--- config.mk ---
export PLATFORM = sky130hd
export DESIGN_NAME = srrip_replacement_core
export DESIGN_NICKNAME = d
export VERILOG_FILES = /design/src/srrip_pkg.sv /design/src/srrip_ctrl.sv /design/src/srrip_dpath.sv /design/src/srrip_replacement_core.sv
export SDC_FILE = /design/constraint.sdc
export NUM_CORES = 2
export LEC_CHECK = 0
export BUFFER_PORTS_ARGS = -buffer_cell sky130_fd_sc_hd__clkbuf_2
export CAP_MARGIN = 20
export CORE_MARGIN = 2
export CORE_UTILIZATION = 63
export CTS_CLUSTER_DIAMETER = 80
export DETAILED_ROUTE_END_ITERATION = 16
export PLACE_DENSITY = 0.8
export SKIP_CTS_REPAIR_TIMING = 1
export SLEW_MARGIN = 20
export SYNTH_ARGS = -nofsm -noshare
export SYNTH_HDL_FRONTEND = slang
export SYNTH_SLANG_ARGS = --single-unit
--- constraint.sdc ---
create_clock -name clk_i -period 26.8 [get_ports clk_i]
set_input_delay 2.68 -clock clk_i [delete_from_list [all_inputs] [get_ports clk_i]]
set_output_delay 2.68 -clock clk_i [all_outputs]
set_load 0.01 [all_outputs]
--- src/srrip_pkg.sv ---
// Shared types and constants for the SRRIP replacement block.
// No dependencies; imported by every module of the block.
`timescale 1ns / 1ps
`default_nettype none

package srrip_pkg;

  localparam int unsigned WAYS    = 16;
  localparam int unsigned SETS    = 64;
  localparam int unsigned WayW    = $clog2(WAYS);
  localparam int unsigned SetW    = $clog2(SETS);
  localparam int unsigned RrpvW   = 2;
  localparam int unsigned RowW    = WAYS * RrpvW;

  localparam logic [RrpvW-1:0] RrpvMax    = 2'd3;
  localparam logic [RrpvW-1:0] RrpvInsert = 2'd2;
  localparam logic [RrpvW-1:0] RrpvHit    = 2'd0;

  // mode field codes
  typedef enum logic [1:0] {
    MODE_HIT  = 2'd0,
    MODE_FILL = 2'd1,
    MODE_MISS = 2'd2,
    MODE_NOP  = 2'd3
  } mode_e;

  typedef enum logic {
    ST_IDLE,
    ST_UPDATE
  } state_e;

  // controller -> datapath
  typedef struct packed {
    logic capture;  // take input word, start row read
    logic commit;   // write row back, load result register
  } ctrl_cmd_t;

  // datapath -> controller
  typedef struct packed {
    logic out_stall;  // result register full and not being drained
  } dp_stat_t;

endpackage : srrip_pkg

`default_nettype wire

--- src/srrip_ctrl.sv ---
// Controller FSM for the SRRIP replacement block.
// Depends on srrip_pkg; drives srrip_dpath through ctrl_cmd_t.
`timescale 1ns / 1ps
`default_nettype none

module srrip_ctrl
  import srrip_pkg::*;
(
  input  wire logic      clk_i,
  input  wire logic      rst_ni,
  input  wire logic      in_valid_i,
  output logic           in_ready_o,
  input  wire dp_stat_t  stat_i,
  output ctrl_cmd_t      cmd_o
);

  state_e state_q, state_d;

  always_ff @(posedge clk_i or negedge rst_ni) begin
    if (!rst_ni) begin
      state_q <= ST_IDLE;
    end else begin
      state_q <= state_d;
    end
  end

  always_comb begin
    state_d = state_q;
    case (state_q)
      ST_IDLE: begin
        if (in_valid_i) state_d = ST_UPDATE;
      end
      ST_UPDATE: begin
        if (!stat_i.out_stall) state_d = ST_IDLE;
      end
      default: state_d = ST_IDLE;
    endcase
  end

  always_comb begin
    in_ready_o    = 1'b0;
    cmd_o.capture = 1'b0;
    cmd_o.commit  = 1'b0;
    case (state_q)
      ST_IDLE: begin
        in_ready_o    = 1'b1;
        cmd_o.capture = in_valid_i;
      end
      ST_UPDATE: begin
        cmd_o.commit = !stat_i.out_stall;
      end
      default: begin
        in_ready_o = 1'b0;
      end
    endcase
  end

endmodule : srrip_ctrl

`default_nettype wire

--- src/srrip_dpath.sv ---
// Datapath: RRPV row memory, row valid bits, victim search and result register.
// Depends on srrip_pkg; sequenced by srrip_ctrl.
`timescale 1ns / 1ps
`default_nettype none

module srrip_dpath
  import srrip_pkg::*;
(
  input  wire logic             clk_i,
  input  wire logic             rst_ni,
  input  wire ctrl_cmd_t        cmd_i,
  output dp_stat_t              stat_o,
  input  wire logic [1:0]       mode_i,
  input  wire logic [SetW-1:0]  set_index_i,
  input  wire logic [WayW-1:0]  way_i,
  output logic                  out_valid_o,
  input  wire logic             out_ready_i,
  output logic [WayW-1:0]       chosen_way_o,
  output logic [1:0]            aging_rounds_o
);

  logic [RowW-1:0] mem_q [SETS];
  logic [SETS-1:0] row_valid_q;

  logic [RowW-1:0]  rd_row_q;
  logic             rd_valid_q;
  mode_e            mode_q;
  logic [SetW-1:0]  set_q;
  logic [WayW-1:0]  way_q;

  logic             out_valid_q;
  logic [WayW-1:0]  chosen_q;
  logic [1:0]       rounds_q;

  logic [RowW-1:0]  row;
  logic [RrpvW-1:0] lane  [WAYS];
  logic [RrpvW-1:0] aged  [WAYS];
  logic             any3, any2, any1;
  logic [RrpvW-1:0] top;
  logic [RrpvW-1:0] age;
  logic [WayW-1:0]  victim;
  logic [RowW-1:0]  row_wr;
  logic             wr_en;
  logic [WayW-1:0]  chosen_d;
  logic [1:0]       rounds_d;

  // row read, registered
  always_ff @(posedge clk_i) begin
    if (cmd_i.capture) begin
      rd_row_q <= mem_q[set_index_i];
      mode_q   <= mode_e'(mode_i);
      set_q    <= set_index_i;
      way_q    <= way_i;
    end
  end

  always_ff @(posedge clk_i) begin
    if (cmd_i.commit && wr_en) begin
      mem_q[set_q] <= row_wr;
    end
  end

  // never-written rows read as all ways at max
  always_ff @(posedge clk_i or negedge rst_ni) begin
    if (!rst_ni) begin
      row_valid_q <= '0;
      rd_valid_q  <= 1'b0;
    end else begin
      if (cmd_i.capture) rd_valid_q <= row_valid_q[set_index_i];
      if (cmd_i.commit && wr_en) row_valid_q[set_q] <= 1'b1;
    end
  end

  assign row = rd_valid_q ? rd_row_q : {WAYS{RrpvMax}};

  always_comb begin
    any3 = 1'b0;
    any2 = 1'b0;
    any1 = 1'b0;
    for (int w = 0; w < WAYS; w++) begin
      lane[w] = row[w*RrpvW +: RrpvW];
      any3 = any3 | (lane[w] == 2'd3);
      any2 = any2 | (lane[w] == 2'd2);
      any1 = any1 | (lane[w] == 2'd1);
    end
    top = any3 ? 2'd3 : (any2 ? 2'd2 : (any1 ? 2'd1 : 2'd0));
    age = RrpvMax - top;
    for (int w = 0; w < WAYS; w++) begin
      aged[w] = lane[w] + age;
    end
    victim = '0;
    for (int w = WAYS - 1; w >= 0; w--) begin
      if (aged[w] == RrpvMax) victim = WayW'(w);
    end
  end

  always_comb begin
    row_wr   = row;
    wr_en    = 1'b0;
    chosen_d = '0;
    rounds_d = '0;
    case (mode_q)
      MODE_HIT: begin
        wr_en    = 1'b1;
        chosen_d = way_q;
        row_wr[way_q*RrpvW +: RrpvW] = RrpvHit;
      end
      MODE_FILL: begin
        wr_en    = 1'b1;
        chosen_d = way_q;
        row_wr[way_q*RrpvW +: RrpvW] = RrpvInsert;
      end
      MODE_MISS: begin
        wr_en    = 1'b1;
        chosen_d = victim;
        rounds_d = age;
        for (int w = 0; w < WAYS; w++) begin
          row_wr[w*RrpvW +: RrpvW] = aged[w];
        end
        row_wr[victim*RrpvW +: RrpvW] = RrpvInsert;
      end
      default: begin
        wr_en = 1'b0;
      end
    endcase
  end

  // result register
  always_ff @(posedge clk_i or negedge rst_ni) begin
    if (!rst_ni) begin
      out_valid_q <= 1'b0;
    end else if (cmd_i.commit) begin
      out_valid_q <= 1'b1;
    end else if (out_ready_i) begin
      out_valid_q <= 1'b0;
    end
  end

  always_ff @(posedge clk_i) begin
    if (cmd_i.commit) begin
      chosen_q <= chosen_d;
      rounds_q <= rounds_d;
    end
  end

  assign stat_o.out_stall = out_valid_q & ~out_ready_i;
  assign out_valid_o      = out_valid_q;
  assign chosen_way_o     = chosen_q;
  assign aging_rounds_o   = rounds_q;

endmodule : srrip_dpath

`default_nettype wire

--- src/srrip_replacement_core.sv ---
// Top level of the SRRIP replacement block: controller plus datapath.
// Depends on srrip_pkg, srrip_ctrl and srrip_dpath.
//
// Usage
//   Input channel (in_valid_i / in_ready_o) carries one event word:
//   mode_i (hit, fill of a given way, miss with victim search, or no-op),
//   set_index_i and way_i. Output channel (out_valid_o / out_ready_i)
//   returns one word per event: chosen_way_o and aging_rounds_o.
//   The input word and its set row are registered on capture; the result
//   register is loaded on the commit that writes the updated row back.
//   No new event is taken until the read-modify-write of its set row
//   is done: read on capture in the idle state, then update and write
//   on commit in the update state.
//   A new event is taken while the previous result still sits in the
//   output register; if that register is still full when the next update
//   is due, the update waits and no further event is taken.
//   Reset clears the controller, the output valid and the per-row valid
//   bits; an unwritten row reads as every way at the maximum value, so no
//   clearing pass is needed and the block is usable straight after reset.
`timescale 1ns / 1ps
`default_nettype none

module srrip_replacement_core
  import srrip_pkg::*;
(
  input  wire logic             clk_i,
  input  wire logic             rst_ni,
  input  wire logic             in_valid_i,
  output logic                  in_ready_o,
  input  wire logic [1:0]       mode_i,
  input  wire logic [SetW-1:0]  set_index_i,
  input  wire logic [WayW-1:0]  way_i,
  output logic                  out_valid_o,
  input  wire logic             out_ready_i,
  output logic [WayW-1:0]       chosen_way_o,
  output logic [1:0]            aging_rounds_o
);

  ctrl_cmd_t cmd;
  dp_stat_t  stat;

  // sequencing: idle/capture, then update/commit
  srrip_ctrl u_ctrl (
    .clk_i      (clk_i),
    .rst_ni     (rst_ni),
    .in_valid_i (in_valid_i),
    .in_ready_o (in_ready_o),
    .stat_i     (stat),
    .cmd_o      (cmd)
  );

  // row storage, victim search, result register
  srrip_dpath u_dpath (
    .clk_i          (clk_i),
    .rst_ni         (rst_ni),
    .cmd_i          (cmd),
    .stat_o         (stat),
    .mode_i         (mode_i),
    .set_index_i    (set_index_i),
    .way_i          (way_i),
    .out_valid_o    (out_valid_o),
    .out_ready_i    (out_ready_i),
    .chosen_way_o   (chosen_way_o),
    .aging_rounds_o (aging_rounds_o)
  );

endmodule : srrip_replacement_core

`default_nettype wire

**Word-level counts from Yosys, hierarchy flattened**

Memories as Yosys holds them, arrays and structs flattened. A register that Yosys moved wholly into a read port is not among the register bits.
Index checks and enable logic that the tools add are counted.

- Memories: 1
- Input port bits: 16
- Flip-flop bits (word level): 85
- RAM bits: 2048

Memory list:

| memory | depth | width | rd ports | clocked after memory_dff | wr ports | line | RTL |
|---|---|---|---|---|---|---|---|
| u_dpath.mem_q | 64 | 32 | 1 | 1 | 1 | srrip_dpath.sv:22 | `logic [RowW-1:0] mem_q [SETS];` |

- Equality and inequality tests: 66
- Reduce and logical (&&, ||, !) cells: 7
- Bitwise gates (word level): 49
- Muxes and demuxes: 40
- Shift operators: 5
- $lt $le $gt $ge: 3
- Add/subtract/negate cells: 19

Operators with widths:

| kind | count |
|---|---|
| $shiftx 2x34->32 const A | 3 |
| $eq 2x2->1 const B | 49 |
| $bwmux 32 | 3 |
| $pmux 32 s3 | 1 |
| $neg 5->34 | 2 |
| $shift 2x34->32 const A | 2 |
| $mux 4 | 16 |
| $or 64x64->64 | 1 |
| $or 1x1->1 | 45 |
| $eq 2x1->1 const B | 17 |
| $add 2x2->2 | 16 |
| $mux 32 | 1 |
| $lt 6x7->1 const B | 2 |
| $mux 1 | 13 |
| $pmux 4 s2 | 1 |
| $bmux 1 s6 | 1 |
| $demux 1 s6 | 1 |
| $ge 6x1->1 const B | 1 |
| $mux 2 | 2 |
| $reduce_or 3->1 | 1 |
| $logic_and 1x1->1 | 2 |
| $logic_not 2->1 | 1 |
| $not 1->1 | 2 |
| $pmux 1 s2 | 1 |
| other kinds (5) | 5 |

**Logic depth before layout (Yosys ltp)**

- Depth after elaboration: 43
- Gate-level depth with buffers: 20
- Mapped depth without buffers: 20

**By module**

Synthesis repeated with hierarchy kept, for this count alone.

- Cell total of the unflattened synthesis: 3667
- Area total of the unflattened synthesis: 84855.1 sq um

By module, submodules not included:

| module | area an instance (sq um) | cells an instance | times used | seq. area each (sq um) |
|---|---|---|---|---|
| srrip_dpath | 84797.6 | 3662 | 1 | 64652.0 |
| srrip_ctrl | 57.6 | 5 | 1 | 25.0 |

**Least setup slack after synthesis**

No wires, ideal clock.

- Path type: register -> register
- From: register u_dpath.rd_row_q[15] (read register of u_dpath.mem_q)
- To: memory u_dpath.mem_q[0][1] in the netlist's numbering (data pin)
- Setup slack: 17.039 ns
- Arrival time: 8.753 ns
- Data required time: 25.791 ns
- Buffers on the path: 1
- Stages on the path, launching flop included: 18
- Path through: edfxtp_1 > a222oi_1 > nand4_1 > a2111o_1 > a31oi_1 > ha_1 > xor2_1 > nor2b_1 > mux2_2 > a221o_1 > a31o_2 > a21boi_0 > nor2_1 > ha_1 > clkbuf_1 > nor4_1 > nand2_1 > o311ai_0

- Cells in the longest elaborated chain, start to end: 37
- Elaborated cells on any way between the ends: 88
- Those cells by class: add/sub (18); eq/ne (19); shift (2); mux (22); bitwise (27)

RTL lines:

| item | line | RTL |
|---|---|---|
| start: declaration | srrip_dpath.sv:25 | `logic [RowW-1:0] rd_row_q;` |
| $mux 32 * | srrip_dpath.sv:74 | `assign row = rd_valid_q ? rd_row_q : {WAYS{RrpvMax}};` |
| $eq 2x1->1 | srrip_dpath.sv:84 | `any1 = any1 \| (lane[w] == 2'd1);` |
| $or 1x1->1 (9 in series) | srrip_dpath.sv:84 |  |
| $mux 1 | srrip_dpath.sv:86 | `top = any3 ? 2'd3 : (any2 ? 2'd2 : (any1 ? 2'd1 : 2'd0));` |
| $mux 2 | srrip_dpath.sv:86 |  |
| $mux 2 * | srrip_dpath.sv:86 |  |
| $sub 2x2->2 * | srrip_dpath.sv:87 | `age = RrpvMax - top;` |
| named net u_dpath.age[0] | srrip_dpath.sv:40 | `logic [RrpvW-1:0] age;` |
| $add 2x2->2 | srrip_dpath.sv:89 | `aged[w] = lane[w] + age;` |
| $eq 2x2->1 | srrip_dpath.sv:93 | `if (aged[w] == RrpvMax) victim = WayW'(w);` |
| $mux 4 (16 in series) | srrip_dpath.sv:93 |  |
| $neg 5->34 | srrip_dpath.sv:120 | `row_wr[victim*RrpvW +: RrpvW] = RrpvInsert;` |
| $shiftx 2x34->32 or $shift 2x34->32 (tied branches) | srrip_dpath.sv:120 |  |
| $bwmux 32 * | srrip_dpath.sv:120 |  |
| $pmux 32 s3 * | srrip_dpath.sv:102 | `case (mode_q)` |
| named net u_dpath.row_wr[1] | srrip_dpath.sv:42 | `logic [RowW-1:0] row_wr;` |
| end: declaration | srrip_dpath.sv:22 |  |

Mark *: on every way through the listed nets, which the timed path passes. The rest lies on a longest branch.

==> flow_metrics.py <==
metrics = {
    "synth": {
        "ys_seq_area_frac": 0.7623,
        "ys_seq_elements": 2165,
        "yosysWarnings": 0,
        "avgSynthCellArea_um2": 23.13,
        "synth_cell_type_count": 72,
        "synth_area_leaders": "edfxtp_1, mux4_2, dfrtp_1",
        "synthCells": 3668,
        "syn-cell-area_mm2": 0.08484,
        "synth_commonest_cells": "edfxtp_1, mux4_2, clkbuf_1",
        "ys_async_sr_fraction": 0.03095,
        "synth_top_area_frac": 0.7425,
        "synthMostInstantiatedCell": "edfxtp_1",
        "synth_flop_cell": "edfxtp_1",
        "synth.largest_area_cell": "edfxtp_1",
        "synth_nets": 3709,
        "synth_edf_count": 2098,
    },
    "global_route": {
        "grt_usage": 0.3560,
        "grt_overflow_total": 0,
        "grt_max_degree": 152,
        "grt_pass1_wl_um": 334000,
        "antenna_found_initial": 14,
        "grt_pass1_vias": 43370,
    },
    "setup_path": {
        "r2r_start": "u_dpath.rd_row_q[14]",
        "crit_chain": "buf_8 -> buf_4 -> buf_4 -> buf_4 -> buf_4 -> mux4_2 -> mux4_2 -> mux4_2",
        "crit_path_start": "set_index_i[0]",
        "r2r-end": "u_dpath.mem_q[54][19]",
        "crit_path_end": "u_dpath.rd_row_q[21]",
        "cp-end-kind": "flip-flop",
        "cpMaxStageDelayCell": "buf_4",
        "timing.critical_path.mode_cell": "buf_4",
        "worstPathArrival_ps": 8250,
        "rrSetupSlack_ps": 19440,
        "slowest_delay_ps": 910,
        "rr_worst_depth": 20,
        "crit_type": "input pin to flip-flop",
        "critPathLaunchType": "input pin",
        "cp_data_required_time_ps": 27360,
        "crit_fanout": 81,
    },
    "routing": {
        "dr.first_iter.drc_count": 7598,
        "viasPerCell": 7.494,
        "drtAntennaViolNets": 0,
        "drc": 0,
        "drtPass1Iterations": 6,
        "vias": 43190,
        "avgRoutedWirePerCell_um": 41.44,
        "routed_wl_um": 238800,
    },
    "final_layout": {
        "nets": 3871,
        "fin_cells": 5763,
        "drive_above_1_share": 0.3252,
        "area_delta_synth_final_pct": 11.43,
    },
    "timing": {
        "fin_worst_skew_ps": 45.36,
        "tightest_slew_ps": 1196,
        "post-route-period-util": 0.2870,
        "holdWs_ps": 461.0,
        "setup_ws_ps": 19110,
        "rsz0062_at_grt": "false",
        "tns_ps": 0,
        "hold_viol_final": 0,
        "fmax_mhz": 130.0,
        "finalCriticalPeriod_ps": 7691,
        "slew-limit-headroom": 0.1963,
        "slew_violations": 0,
        "setup_viol": 0,
    },
    "clocking": {
        "cts_made_buffers": 202,
        "htree_levels": 4,
        "clock-root-buffer": "clkbuf_16",
        "cts_buffer_depth": 3,
        "clock-sinks": 2165,
        "insertion_delay_ps": 850,
        "cts_tree": "done",
        "cts.clk_slew.worst_paths_ps": 60,
    },
    "floorplan": {
        "ios": 24,
        "dieArea_mm2": 0.1376,
        "row_count": 134,
        "dieWidth_um": 371.0,
        "coreArea_mm2": 0.1336,
        "initial_core_util": 0.6349,
        "die_y_um": 371.0,
    },
    "power": {
        "p_per_area_mw_per_mm2": 85.03,
        "switching_share": 0.2590,
        "p_int_w": 0.005956,
        "power_switching_w": 0.002082,
        "pwr-share-clk": 0.349,
        "p_leak_nw": 29.46,
        "combPwrFrac": 0.130,
        "power_frac_seq": 0.521,
        "irDropWorstVdd_v": 0.00008454,
    },
    "hold_path": {
        "hold_path.class": "flip-flop to flip-flop",
    },
    "place": {
        "io_buffers": 23,
        "hpwl_um": 117200,
        "pre_cts_slack_ps": 18090,
        "dp_cells": 5394,
        "globalplace.congestion": 0.9729,
    },
    "job": {
        "maxCapViolations": 0,
    },
    "outcome": {
        "status": "finished, final reports clean",
    },
}
[flip-flops by register name, indices dropped and copies added, names as in the netlist]
name and cells:
u_dpath.mem_q 2048, u_dpath.row_valid_q 64, u_dpath.rd_row_q 32, u_dpath.set_q 6
u_dpath.chosen_way_o 4, u_dpath.way_q 4, u_dpath.aging_rounds_o 2, u_dpath.mode_q 2
u_ctrl.state_q 1, u_dpath.out_valid_o 1, u_dpath.rd_valid_q 1
[layer usage]
metal	track usage	share of wire	vias to the layer above
li1	-	-	15980
met1	0.4683	0.32	22650
met2	0.5571	0.48	3753
met3	0.09528	0.13	786
met4	0.1830	0.063	18
met5	0	0.00055	-
[layout by cell type (no fill, tap or decap), types with 9 or more instances in the layout]
cell,n
edfxtp_1,2098
mux4_2,686
clkbuf_16,204
buf_4,118
or2_2,68
dfrtp_1,67
nand2_1,66
nor2_4,64
clkbuf_1,62
nand2b_1,36
o21ai_0,34
inv_1,30
clkinv_2,29
clkinv_1,28
ha_1,25
nor2_1,24
a21oi_1,22
xnor2_1,18
clkbuf_2,17
nor3_1,16
nand3_1,15
clkbuf_8,14
mux2i_1,13
a31o_2,13
bufinv_16,11
a22oi_1,10
xor2_1,10
o22ai_1,9
a221oi_1,9
o21ai_4,9
[final cells by class]
type	count	area, um2
fill	7136	39090
tap	1768	2212
timing repair buffer	146	1145
clock buffer	280	5530
multi-input combinational	1285	20040
antenna	3	7.507
sequential	2165	64680
inverter	30	112.6
clock inverter	86	814.5
[power by group through the flow]
stage | registers [W] | logic [W] | clock network [W]
global route | 0.00419 | 0.00109 | 0.00294
CTS | 0.00418 | 0.00102 | 0.00283
detailed placement | 0.00424 | 0.000999 | 0
global placement | 0.00424 | 0.000962 | 0
floorplan | 0.00425 | 0.000571 | 0
finish | 0.00418 | 0.00105 | 0.00280
[worst max-delay path, delay by kind of cell]
kind | cells | cell delay (ps)
buffers and inverters | 5 | 3770
multiplexers | 3 | 1610
[per-stage QoR]
step	power [W]	cell area, um2	util
after floorplan	0.004817	84840	-
after global placement	0.005200	88140	0.6596
after detailed placement	0.005243	88150	0.6597
after CTS	0.008027	94500	0.7072
after global routing	0.008218	94530	0.7074
final	0.008038	94540	0.7075
[worst min-delay path by stage]
stage                                  startpoint                       to  slack (ps)  depth (start not counted)
after floorplan           u_dpath.row_valid_q[10]  u_dpath.row_valid_q[10]         430                          1
after global placement    u_dpath.row_valid_q[14]  u_dpath.row_valid_q[14]         440                          1
after detailed placement  u_dpath.row_valid_q[62]  u_dpath.row_valid_q[62]         450                          1
after CTS                 u_dpath.row_valid_q[54]  u_dpath.row_valid_q[54]         460                          1
after global routing      u_dpath.row_valid_q[57]  u_dpath.row_valid_q[57]         480                          1
final                     u_dpath.row_valid_q[59]  u_dpath.row_valid_q[59]         460                          1
[kinds of logic after synthesis]
logic type	after synthesis	synth area share
muxes	709	0.1850
DFF	2165	0.7623
AOI/OAI and AO/OA	177	0.01500
xor gates and xnor gates	28	0.002890
and+or+nand+nor	346	0.02109
adders and majority gates	25	0.003687
buffers and inverters	218	0.009984
Power figures use the tool's default switching activity.
